==> config.mk <==
export PLATFORM = sky130hd
export DESIGN_NAME = threshold_run_length_encoder
export DESIGN_NICKNAME = d
export VERILOG_FILES = /design/src/trle_pkg.sv /design/src/trle_front.sv /design/src/trle_queue.sv /design/src/trle_back.sv /design/src/threshold_run_length_encoder.sv
export SDC_FILE = /design/constraint.sdc
export NUM_CORES = 1
export LEC_CHECK = 0
export ABC_CLOCK_PERIOD_IN_PS = 7050
export BUFFER_PORTS_ARGS = -buffer_cell sky130_fd_sc_hd__buf_2
export CORE_ASPECT_RATIO = 1.1
export CORE_MARGIN = 2
export CORE_UTILIZATION = 55
export CTS_BUF_LIST = sky130_fd_sc_hd__clkbuf_2
export DETAILED_ROUTE_END_ITERATION = 8
export PLACE_DENSITY = 0.76
export REMOVE_ABC_BUFFERS = 1
export SYNTH_ARGS = -nofsm -noshare
export SYNTH_HDL_FRONTEND = slang
export SYNTH_HIERARCHICAL = 1
export SYNTH_SLANG_ARGS = --single-unit
export TNS_END_PERCENT = 10
==> constraint.sdc <==
create_clock -name clk -period 7.05 [get_ports clk]
set_clock_uncertainty 0.2 [all_clocks]
set_input_delay 1.7625 -clock clk [delete_from_list [all_inputs] [get_ports clk]]
set_output_delay 1.7625 -clock clk [all_outputs]
set_load 0.005 [all_outputs]
==> src/trle_pkg.sv <==
// ---------------------------------------------------------------------------
// trle_pkg
// Shared types and constants for the threshold run-length encoder.
// ---------------------------------------------------------------------------
package trle_pkg;

  localparam int SYM_W = 8;
  localparam int LEN_W = 16;
  localparam int MIN_W = 4;
  localparam int DIGIT_W = 4;
  localparam int NUM_DIGITS = 5;            // 65535 has five decimal digits
  localparam int DIG_CNT_W = 3;

  localparam logic [LEN_W-1:0] MAX_RUN = 16'hFFFF;
  localparam logic [MIN_W-1:0] MIN_RUN_RESET = 4'd5;
  localparam logic [MIN_W-1:0] MIN_RUN_FLOOR = 4'd2;
  localparam logic [MIN_W-1:0] MIN_RUN_CEIL = 4'd8;

  localparam logic [SYM_W-1:0] ASCII_ZERO = 8'h30;
  localparam logic [SYM_W-1:0] ASCII_OPEN = 8'h28;
  localparam logic [SYM_W-1:0] ASCII_CLOSE = 8'h29;

  // x / 10 == (x * 52429) >> 19 for every 16-bit x
  localparam logic [16:0] DIV10_MUL = 17'd52429;
  localparam int DIV10_SHIFT = 19;

  localparam int QUEUE_DEPTH = 2;           // power of two, pointers wrap
  localparam int QPTR_W = $clog2(QUEUE_DEPTH);

  // one run to be written out
  typedef struct packed {
    logic [SYM_W-1:0] sym;
    logic [LEN_W-1:0] len;
    logic             last;   // closes the burst of its input beat
    logic             eot;    // closes the whole encoded text
  } trle_cmd_t;

endpackage

==> src/trle_front.sv <==
// ---------------------------------------------------------------------------
// trle_front
// Tracks the open run and turns each input beat into zero, one or two
// run commands for the writer.
// ---------------------------------------------------------------------------
module trle_front import trle_pkg::*; (
  input  logic             clk,
  input  logic             rst,
  input  logic             in_valid,
  output logic             in_ready,
  input  logic [SYM_W-1:0] symbol,
  input  logic             end_of_text,
  output logic             push_valid,
  input  logic             push_ready,
  output trle_cmd_t        push_data
);

  logic [SYM_W-1:0] run_symbol;
  logic [LEN_W-1:0] run_length;
  logic             run_open;
  trle_cmd_t        slot;
  logic             slot_valid;
  logic             slot_valid_next;
  trle_cmd_t        pend;
  logic             pend_valid;

  logic             extend;
  logic             slot_free;
  logic             accept;
  logic             have1;
  logic             have2;
  trle_cmd_t        c1;
  trle_cmd_t        c2;
  trle_cmd_t        single;

  assign extend    = run_open && (symbol == run_symbol) && (run_length != MAX_RUN);
  assign slot_free = !slot_valid || push_ready;
  assign in_ready  = slot_free && !pend_valid;
  assign accept    = in_valid && in_ready;

  assign push_valid = slot_valid;
  assign push_data  = slot;

  always_comb begin
    single = '{sym: symbol, len: LEN_W'(1), last: 1'b1, eot: 1'b1};
    have1  = 1'b0;
    have2  = 1'b0;
    c1     = single;
    c2     = single;
    if (extend) begin
      have1 = end_of_text;
      c1    = '{sym: run_symbol, len: run_length + LEN_W'(1), last: 1'b1, eot: 1'b1};
    end else if (run_open) begin
      have1 = 1'b1;
      have2 = end_of_text;
      c1    = '{sym: run_symbol, len: run_length, last: !end_of_text, eot: 1'b0};
    end else begin
      have1 = end_of_text;
    end
  end

  always_comb begin
    slot_valid_next = slot_valid && !push_ready;
    if ((pend_valid && slot_free) || (accept && have1)) begin
      slot_valid_next = 1'b1;
    end
  end

  always_ff @(posedge clk) begin
    if (rst) begin
      run_symbol <= '0;
      run_length <= '0;
      run_open   <= 1'b0;
      slot_valid <= 1'b0;
      pend_valid <= 1'b0;
    end else begin
      slot_valid <= slot_valid_next;
      if (pend_valid && slot_free) begin
        slot       <= pend;
        pend_valid <= 1'b0;
      end
      if (accept) begin
        if (end_of_text) begin
          run_symbol <= '0;
          run_length <= '0;
          run_open   <= 1'b0;
        end else if (extend) begin
          run_length <= run_length + LEN_W'(1);
        end else begin
          run_symbol <= symbol;
          run_length <= LEN_W'(1);
          run_open   <= 1'b1;
        end
        if (have1) begin
          slot <= c1;
        end
        if (have2) begin
          pend       <= c2;
          pend_valid <= 1'b1;
        end
      end
    end
  end

endmodule

==> src/trle_queue.sv <==
// ---------------------------------------------------------------------------
// trle_queue
// Short command queue between the run tracker and the writer.
// ---------------------------------------------------------------------------
module trle_queue import trle_pkg::*; (
  input  logic      clk,
  input  logic      rst,
  input  logic      push_valid,
  output logic      push_ready,
  input  trle_cmd_t push_data,
  output logic      pop_valid,
  input  logic      pop_ready,
  output trle_cmd_t pop_data
);

  trle_cmd_t          entries [QUEUE_DEPTH];
  logic [QPTR_W-1:0]  wr_ptr;
  logic [QPTR_W-1:0]  rd_ptr;
  logic [QPTR_W:0]    count;
  logic               do_push;
  logic               do_pop;

  assign push_ready = (count != (QPTR_W+1)'(QUEUE_DEPTH));
  assign pop_valid  = (count != '0);
  assign pop_data   = entries[rd_ptr];
  assign do_push    = push_valid && push_ready;
  assign do_pop     = pop_valid && pop_ready;

  always_ff @(posedge clk) begin
    if (do_push) begin
      entries[wr_ptr] <= push_data;
    end
  end

  always_ff @(posedge clk) begin
    if (rst) begin
      wr_ptr <= '0;
      rd_ptr <= '0;
      count  <= '0;
    end else begin
      if (do_push) begin
        wr_ptr <= wr_ptr + QPTR_W'(1);
      end
      if (do_pop) begin
        rd_ptr <= rd_ptr + QPTR_W'(1);
      end
      case ({do_push, do_pop})
        2'b10:   count <= count + (QPTR_W+1)'(1);
        2'b01:   count <= count - (QPTR_W+1)'(1);
        default: count <= count;
      endcase
    end
  end

endmodule

==> src/trle_back.sv <==
// ---------------------------------------------------------------------------
// trle_back
// Writes one run command as output bytes: plain copies, or byte '(' digits
// ')' with the decimal digits produced one per cycle.
// ---------------------------------------------------------------------------
module trle_back import trle_pkg::*; (
  input  logic             clk,
  input  logic             rst,
  input  logic [MIN_W-1:0] min_run,
  input  logic             pop_valid,
  output logic             pop_ready,
  input  trle_cmd_t        pop_data,
  output logic             out_valid,
  input  logic             out_ready,
  output logic [SYM_W-1:0] out_byte,
  output logic             end_of_burst,
  output logic             end_of_output
);

  localparam logic [2:0] S_IDLE  = 3'd0;
  localparam logic [2:0] S_CONV  = 3'd1;
  localparam logic [2:0] S_SYM   = 3'd2;
  localparam logic [2:0] S_OPEN  = 3'd3;
  localparam logic [2:0] S_DIG   = 3'd4;
  localparam logic [2:0] S_CLOSE = 3'd5;
  localparam logic [2:0] S_PLAIN = 3'd6;

  logic [2:0]           state;
  trle_cmd_t            cmd;
  logic [LEN_W-1:0]     val;
  logic [DIG_CNT_W-1:0] ndig;
  logic [2:0]           cnt;
  logic [DIGIT_W-1:0]   digits [NUM_DIGITS];

  logic [MIN_W-1:0]     min_eff;
  logic                 can_load;
  logic                 load_beat;
  logic [32:0]          prod;
  logic [LEN_W-1:0]     quot;
  logic [LEN_W-1:0]     quot10;
  logic [LEN_W-1:0]     diff;
  logic [DIGIT_W-1:0]   rem;

  always_comb begin
    min_eff = min_run;
    if (min_run < MIN_RUN_FLOOR) begin
      min_eff = MIN_RUN_FLOOR;
    end else if (min_run > MIN_RUN_CEIL) begin
      min_eff = MIN_RUN_CEIL;
    end
  end

  // divide by ten through the reciprocal, remainder by back-multiply
  assign prod   = val * DIV10_MUL;
  assign quot   = LEN_W'(prod[32:DIV10_SHIFT]);
  assign quot10 = (quot << 3) + (quot << 1);
  assign diff   = val - quot10;
  assign rem    = diff[DIGIT_W-1:0];

  assign can_load  = !out_valid || out_ready;
  assign load_beat = can_load && (state inside {S_SYM, S_OPEN, S_DIG, S_CLOSE, S_PLAIN});
  assign pop_ready = (state == S_IDLE);

  always_ff @(posedge clk) begin
    if (rst) begin
      state     <= S_IDLE;
      out_valid <= 1'b0;
    end else begin
      out_valid <= load_beat || (out_valid && !out_ready);
      unique case (state)
        S_IDLE: begin
          if (pop_valid) begin
            cmd <= pop_data;
            if (pop_data.len >= LEN_W'(min_eff)) begin
              val   <= pop_data.len;
              ndig  <= '0;
              state <= S_CONV;
            end else begin
              cnt   <= pop_data.len[2:0];   // below min, so at most seven
              state <= S_PLAIN;
            end
          end
        end
        S_CONV: begin
          digits[ndig] <= rem;
          ndig         <= ndig + DIG_CNT_W'(1);
          val          <= quot;
          if (quot == '0) begin
            state <= S_SYM;
          end
        end
        S_SYM: begin
          if (can_load) begin
            out_byte      <= cmd.sym;
            end_of_burst  <= 1'b0;
            end_of_output <= 1'b0;
            state         <= S_OPEN;
          end
        end
        S_OPEN: begin
          if (can_load) begin
            out_byte      <= ASCII_OPEN;
            end_of_burst  <= 1'b0;
            end_of_output <= 1'b0;
            state         <= S_DIG;
          end
        end
        S_DIG: begin
          if (can_load) begin
            out_byte      <= ASCII_ZERO + SYM_W'(digits[ndig - DIG_CNT_W'(1)]);
            end_of_burst  <= 1'b0;
            end_of_output <= 1'b0;
            ndig          <= ndig - DIG_CNT_W'(1);
            if (ndig == DIG_CNT_W'(1)) begin
              state <= S_CLOSE;
            end
          end
        end
        S_CLOSE: begin
          if (can_load) begin
            out_byte      <= ASCII_CLOSE;
            end_of_burst  <= cmd.last;
            end_of_output <= cmd.eot;
            state         <= S_IDLE;
          end
        end
        S_PLAIN: begin
          if (can_load) begin
            out_byte      <= cmd.sym;
            end_of_burst  <= cmd.last && (cnt == 3'd1);
            end_of_output <= cmd.eot && (cnt == 3'd1);
            cnt           <= cnt - 3'd1;
            if (cnt == 3'd1) begin
              state <= S_IDLE;
            end
          end
        end
        default: begin
          state <= S_IDLE;
        end
      endcase
    end
  end

endmodule

==> src/threshold_run_length_encoder.sv <==
// ---------------------------------------------------------------------------
// threshold_run_length_encoder
// Run-length encoder for byte text with a minimum run for compressed form.
// ---------------------------------------------------------------------------
// Input beats (symbol, end_of_text) enter on in_valid/in_ready. Equal
// neighboring bytes form a run of up to 65535 bytes. A run that closes is
// written on out_valid/out_ready either as byte '(' count ')' when it is at
// least min_run long (values below 2 act as 2, above 8 as 8), or as plain
// copies otherwise. end_of_burst marks the last byte caused by one input
// beat, end_of_output the last byte of the text.
// The run tracker takes a beat per cycle while it has room for the up to two
// run commands a beat can produce; a two-entry queue feeds the writer.
// The writer loads each run command in its idle state, then writes the plain
// bytes, or converts the count into d digits (one divide-by-ten per cycle)
// and writes d + 3 output beats. With queue and writer empty, the command of
// a closing beat passes the tracker's slot, the queue, the writer's idle state
// and, for a compressed run, the conversion before its first byte is output.
// A stalled receiver holds the output register; the queue then fills and
// in_ready drops. Reset clears the open run, the queue and the output, and
// sets min_run to 5. min_run is written via cfg_valid/cfg_data, ready always;
// the block leaves it to the user to write it only while the encoder is idle.
// ---------------------------------------------------------------------------
module threshold_run_length_encoder import trle_pkg::*; (
  input  logic             clk,
  input  logic             rst,
  input  logic             cfg_valid,
  output logic             cfg_ready,
  input  logic [MIN_W-1:0] cfg_data,
  input  logic             in_valid,
  output logic             in_ready,
  input  logic [SYM_W-1:0] symbol,
  input  logic             end_of_text,
  output logic             out_valid,
  input  logic             out_ready,
  output logic [SYM_W-1:0] out_byte,
  output logic             end_of_burst,
  output logic             end_of_output
);

  logic [MIN_W-1:0] min_run;
  logic             push_valid;
  logic             push_ready;
  trle_cmd_t        push_data;
  logic             pop_valid;
  logic             pop_ready;
  trle_cmd_t        pop_data;

  assign cfg_ready = 1'b1;

  always_ff @(posedge clk) begin
    if (rst) begin
      min_run <= MIN_RUN_RESET;
    end else if (cfg_valid && cfg_ready) begin
      min_run <= cfg_data;
    end
  end

  trle_front u_front (
    .clk         (clk),
    .rst         (rst),
    .in_valid    (in_valid),
    .in_ready    (in_ready),
    .symbol      (symbol),
    .end_of_text (end_of_text),
    .push_valid  (push_valid),
    .push_ready  (push_ready),
    .push_data   (push_data)
  );

  trle_queue u_queue (
    .clk        (clk),
    .rst        (rst),
    .push_valid (push_valid),
    .push_ready (push_ready),
    .push_data  (push_data),
    .pop_valid  (pop_valid),
    .pop_ready  (pop_ready),
    .pop_data   (pop_data)
  );

  trle_back u_back (
    .clk           (clk),
    .rst           (rst),
    .min_run       (min_run),
    .pop_valid     (pop_valid),
    .pop_ready     (pop_ready),
    .pop_data      (pop_data),
    .out_valid     (out_valid),
    .out_ready     (out_ready),
    .out_byte      (out_byte),
    .end_of_burst  (end_of_burst),
    .end_of_output (end_of_output)
  );

endmodule

==> summary.txt <==
GRT
  • Largest net degree at the start of global routing: 33
  • Number of global-route vias before repair: 9832
  • GR Overflow Total: 0
  • Antenna violations before repair: 1
  • Gr usage total: 24.82%
  • Global-route wire length before repair: 51380 um

Setup path
  • Element type at the critical path end: flop
  • CP startpoint kind: flop
  • Setup CP Type: flop to flop
  • Worst reg-to-reg path cell count: 17
  • Reg2reg start: u_back/val[3]
  • Crit-path max FO: 6
  • Setup crit end: u_back/val[11]
  • CP required: 7.32 ns
  • Crit path arrival time: 6.91 ns
  • R2R Path End: u_back/val[11]
  • Worst setup startpoint: u_back/val[3]
  • Register-to-Register Setup Slack: 0.41 ns

Clock network
  • Root Driver: clkbuf_2
  • TritonCTS clock tree: done
  • Sink Count: 188
  • Htree depth: 4
  • Worst-path clk slew: 0.35 ns
  • Post-CTS Setup Repair Bufs: 0
  • Post_cts resized: 0
  • Worst skew pair latency: 0.77 ns
  • CTS Hold Buffers Added: 0
  • Clock Path Buffers: 2
  • CTS buffer count: 17

STA
  • Max-slew violation count: 0
  • Fin Setup TNS: 0 ns
  • Tcrit/Tclk final: 94.17%
  • Finish-stage setup viols: 0
  • Fmax: 150.6 MHz
  • Post-Route Hold Slack: 0.3069 ns
  • Period minus WS final: 6.639 ns
  • Final Hold Fails: 0
  • RSZ-0062 raised after global routing: false
  • Slew headroom: 26.41%
  • Worst-Margin Slew: 1.100 ns

Synthesis
  • Cell taking the most area after synthesis: edfxtp_1
  • Synth top area cells: edfxtp_1, ha_1, fa_1
  • Synth warn: 6
  • Post-synth top area share: 31.93%
  • Post-Syn Area: 0.01392 mm2
  • Post-synth EDFFs: 148
  • Post-synthesis sequential area ratio: 37.68%
  • #FFs+latches synth: 188
  • Synth cell types: 79
  • Async set or reset register ratio after synthesis: 0%
  • Main synth FF type: edfxtp_1
  • Cell count after synthesis: 1297
  • Syn Area/Cell: 10.73 um2

Routing
  • Met3 WL: 1295 um
  • WL met1: 12830 um
  • Routed Antenna Nets: 0
  • DR pass1 iterations: 5
  • Routed wl met2: 16470 um
  • Vias per cell: 5.922
  • Via count: 9701
  • Uppermost routed layer: met4
  • WL per Instance: 19.47 um
  • DRC: 0
  • Routed WL: 31890 um
  • 1st-iter DRT viols: 585

Finish
  • Share of layout cells above drive strength 1: 10.44%
  • Area of the multi-input gates: 0.007739 mm2
  • Layout Nets: 1554
  • FILL cells: 2121
  • Area grow syn2layout: 4.980%
  • Register area: 0.005245 mm2
  • Most frequent cells in the layout: inv_1, ha_1, edfxtp_1
  • Cell area after layout: 0.01461 mm2
  • Leading cell type in the layout, fill and taps excluded: inv_1

Place
  • Detail Placement HPWL: 25510 um
  • Port bufs: 29
  • Area after DPL: 0.01434 mm2
  • GP Congestion: 1.006

Flow run
  • Total of max-cap violations: 0

Floorplan
  • # rows: 61
  • Core ar.: 0.02511 mm2
  • Chip width: 155.7 um
  • Die area: 0.02660 mm2
  • Starting Density: 55.43%
  • Num ports: 31
  • Die H: 170.8 um

Outcome
  • Status: complete, no violations

Min path
  • Worst min-delay path category: flop to flop
## metal layers
metal / up-vias / track usage (%)
li1: 4627 / -
met1: 4714 / 29.82
met2: 283 / 44.42
met3: 77 / 3.419
met4: 0 / 11.01
met5: - / 0
## worst min-delay path by stage
stage,cells after the start,endpoint,start,slack (ns)
2_1_floorplan,0,u_queue/entries[0][18],u_front/push_data[18],0.24
3_3_place_gp,0,u_queue/entries[1][5],u_front/push_data[5],0.25
3_5_place_dp,0,u_queue/entries[1][8],u_front/push_data[8],0.26
4_1_cts,2,u_front/run_symbol[6],u_front/run_symbol[6],0.31
5_1_grt,2,u_front/run_symbol[3],u_front/run_symbol[3],0.33
6_report,2,u_front/run_symbol[6],u_front/run_symbol[6],0.31
## layout make-up
| class | count | area share, % |
|---|---|---|
| multi-input combinational | 866 | 52.96 |
| antenna | 1 | 0.01713 |
| inverter | 196 | 5.035 |
| tap | 315 | 2.697 |
| clock inverter | 15 | 1.250 |
| timing repair buffer | 40 | 1.558 |
| sequential | 188 | 35.90 |
| clock buffer | 17 | 0.5823 |
## cell usage after synthesis (all sizes together) (4+ instances only)
library cell	number
mux2i	41
a211o	7
xnor2	23
xor2	12
fa	79
a221oi	6
edfxtp	148
dfxtp	40
a31oi	13
o221a	4
a21oi	58
nand3	20
o211ai	8
and3	16
or3	7
mux4	4
o21a	6
nor3	25
a21o	6
o21ai	56
o22ai	7
ha	148
inv	195
mux2	31
nand2	79
clkbuf	28
buf	19
nand4	36
a211oi	13
and4	7
nand2b	8
o211a	5
nor4	8
a41o	5
nor2	51
and2	22
nor2b	10
or2	4
## kinds of logic after synthesis
| family | synth area share, % |
|---|---|
| XOR/XNOR | 2.202 |
| AND/OR/NAND/NOR | 11.32 |
| adder cells (fa/ha/maj) | 24.67 |
| flip-flops | 37.68 |
| multiplexers | 6.104 |
| buffers and inverters | 6.778 |
| AO/OA/AOI/OAI | 11.22 |
| other | 0.02694 |
## state kept, by name, summed over array words and instances, names as in the netlist, 3 cells and up, named ones only
| signal | cells |
|---|---|
| u_queue/entries | 52 |
| u_back/state | 3 |
| u_front/run_length | 16 |
| u_back/val | 16 |
| u_back/cmd | 10 |
| u_front/run_symbol | 8 |
| u_front/pend | 8 |
| u_back/out_byte | 8 |
| min_run | 4 |
| u_front/push_data | 26 |
| u_back/ndig | 3 |
| u_back/digits | 20 |
| u_back/cnt | 3 |
## critical path, cell delays in order, from the launching register on
cell	delay, ns
edfxtp_1	0.61
ha_1	0.43
inv_1	0.08
fa_1	0.50
inv_1	0.07
fa_1	0.51
fa_1	0.52
fa_1	0.55
inv_1	0.05
fa_1	0.53
inv_1	0.07
ha_1	0.37
and4_1	0.30
nand2_1	0.12
a2111o_1	0.50
a311o_2	0.42
xor2_1	0.30
o21ai_0	0.23
## per-stage QoR
step           worst slack (ns)  utilization, %  cells
2_1_floorplan             1.160               -   1250
3_3_place_gp             0.4728           57.11   1605
3_5_place_dp             0.4569           57.11   1605
4_1_cts                  0.4187           58.18   1637
5_1_grt                 0.07256           58.19   1638
6_report                 0.4110           58.19   1638
Power is not shown: default switching activity piles up to over one toggle a cycle in this logic, so the estimate is an artifact.
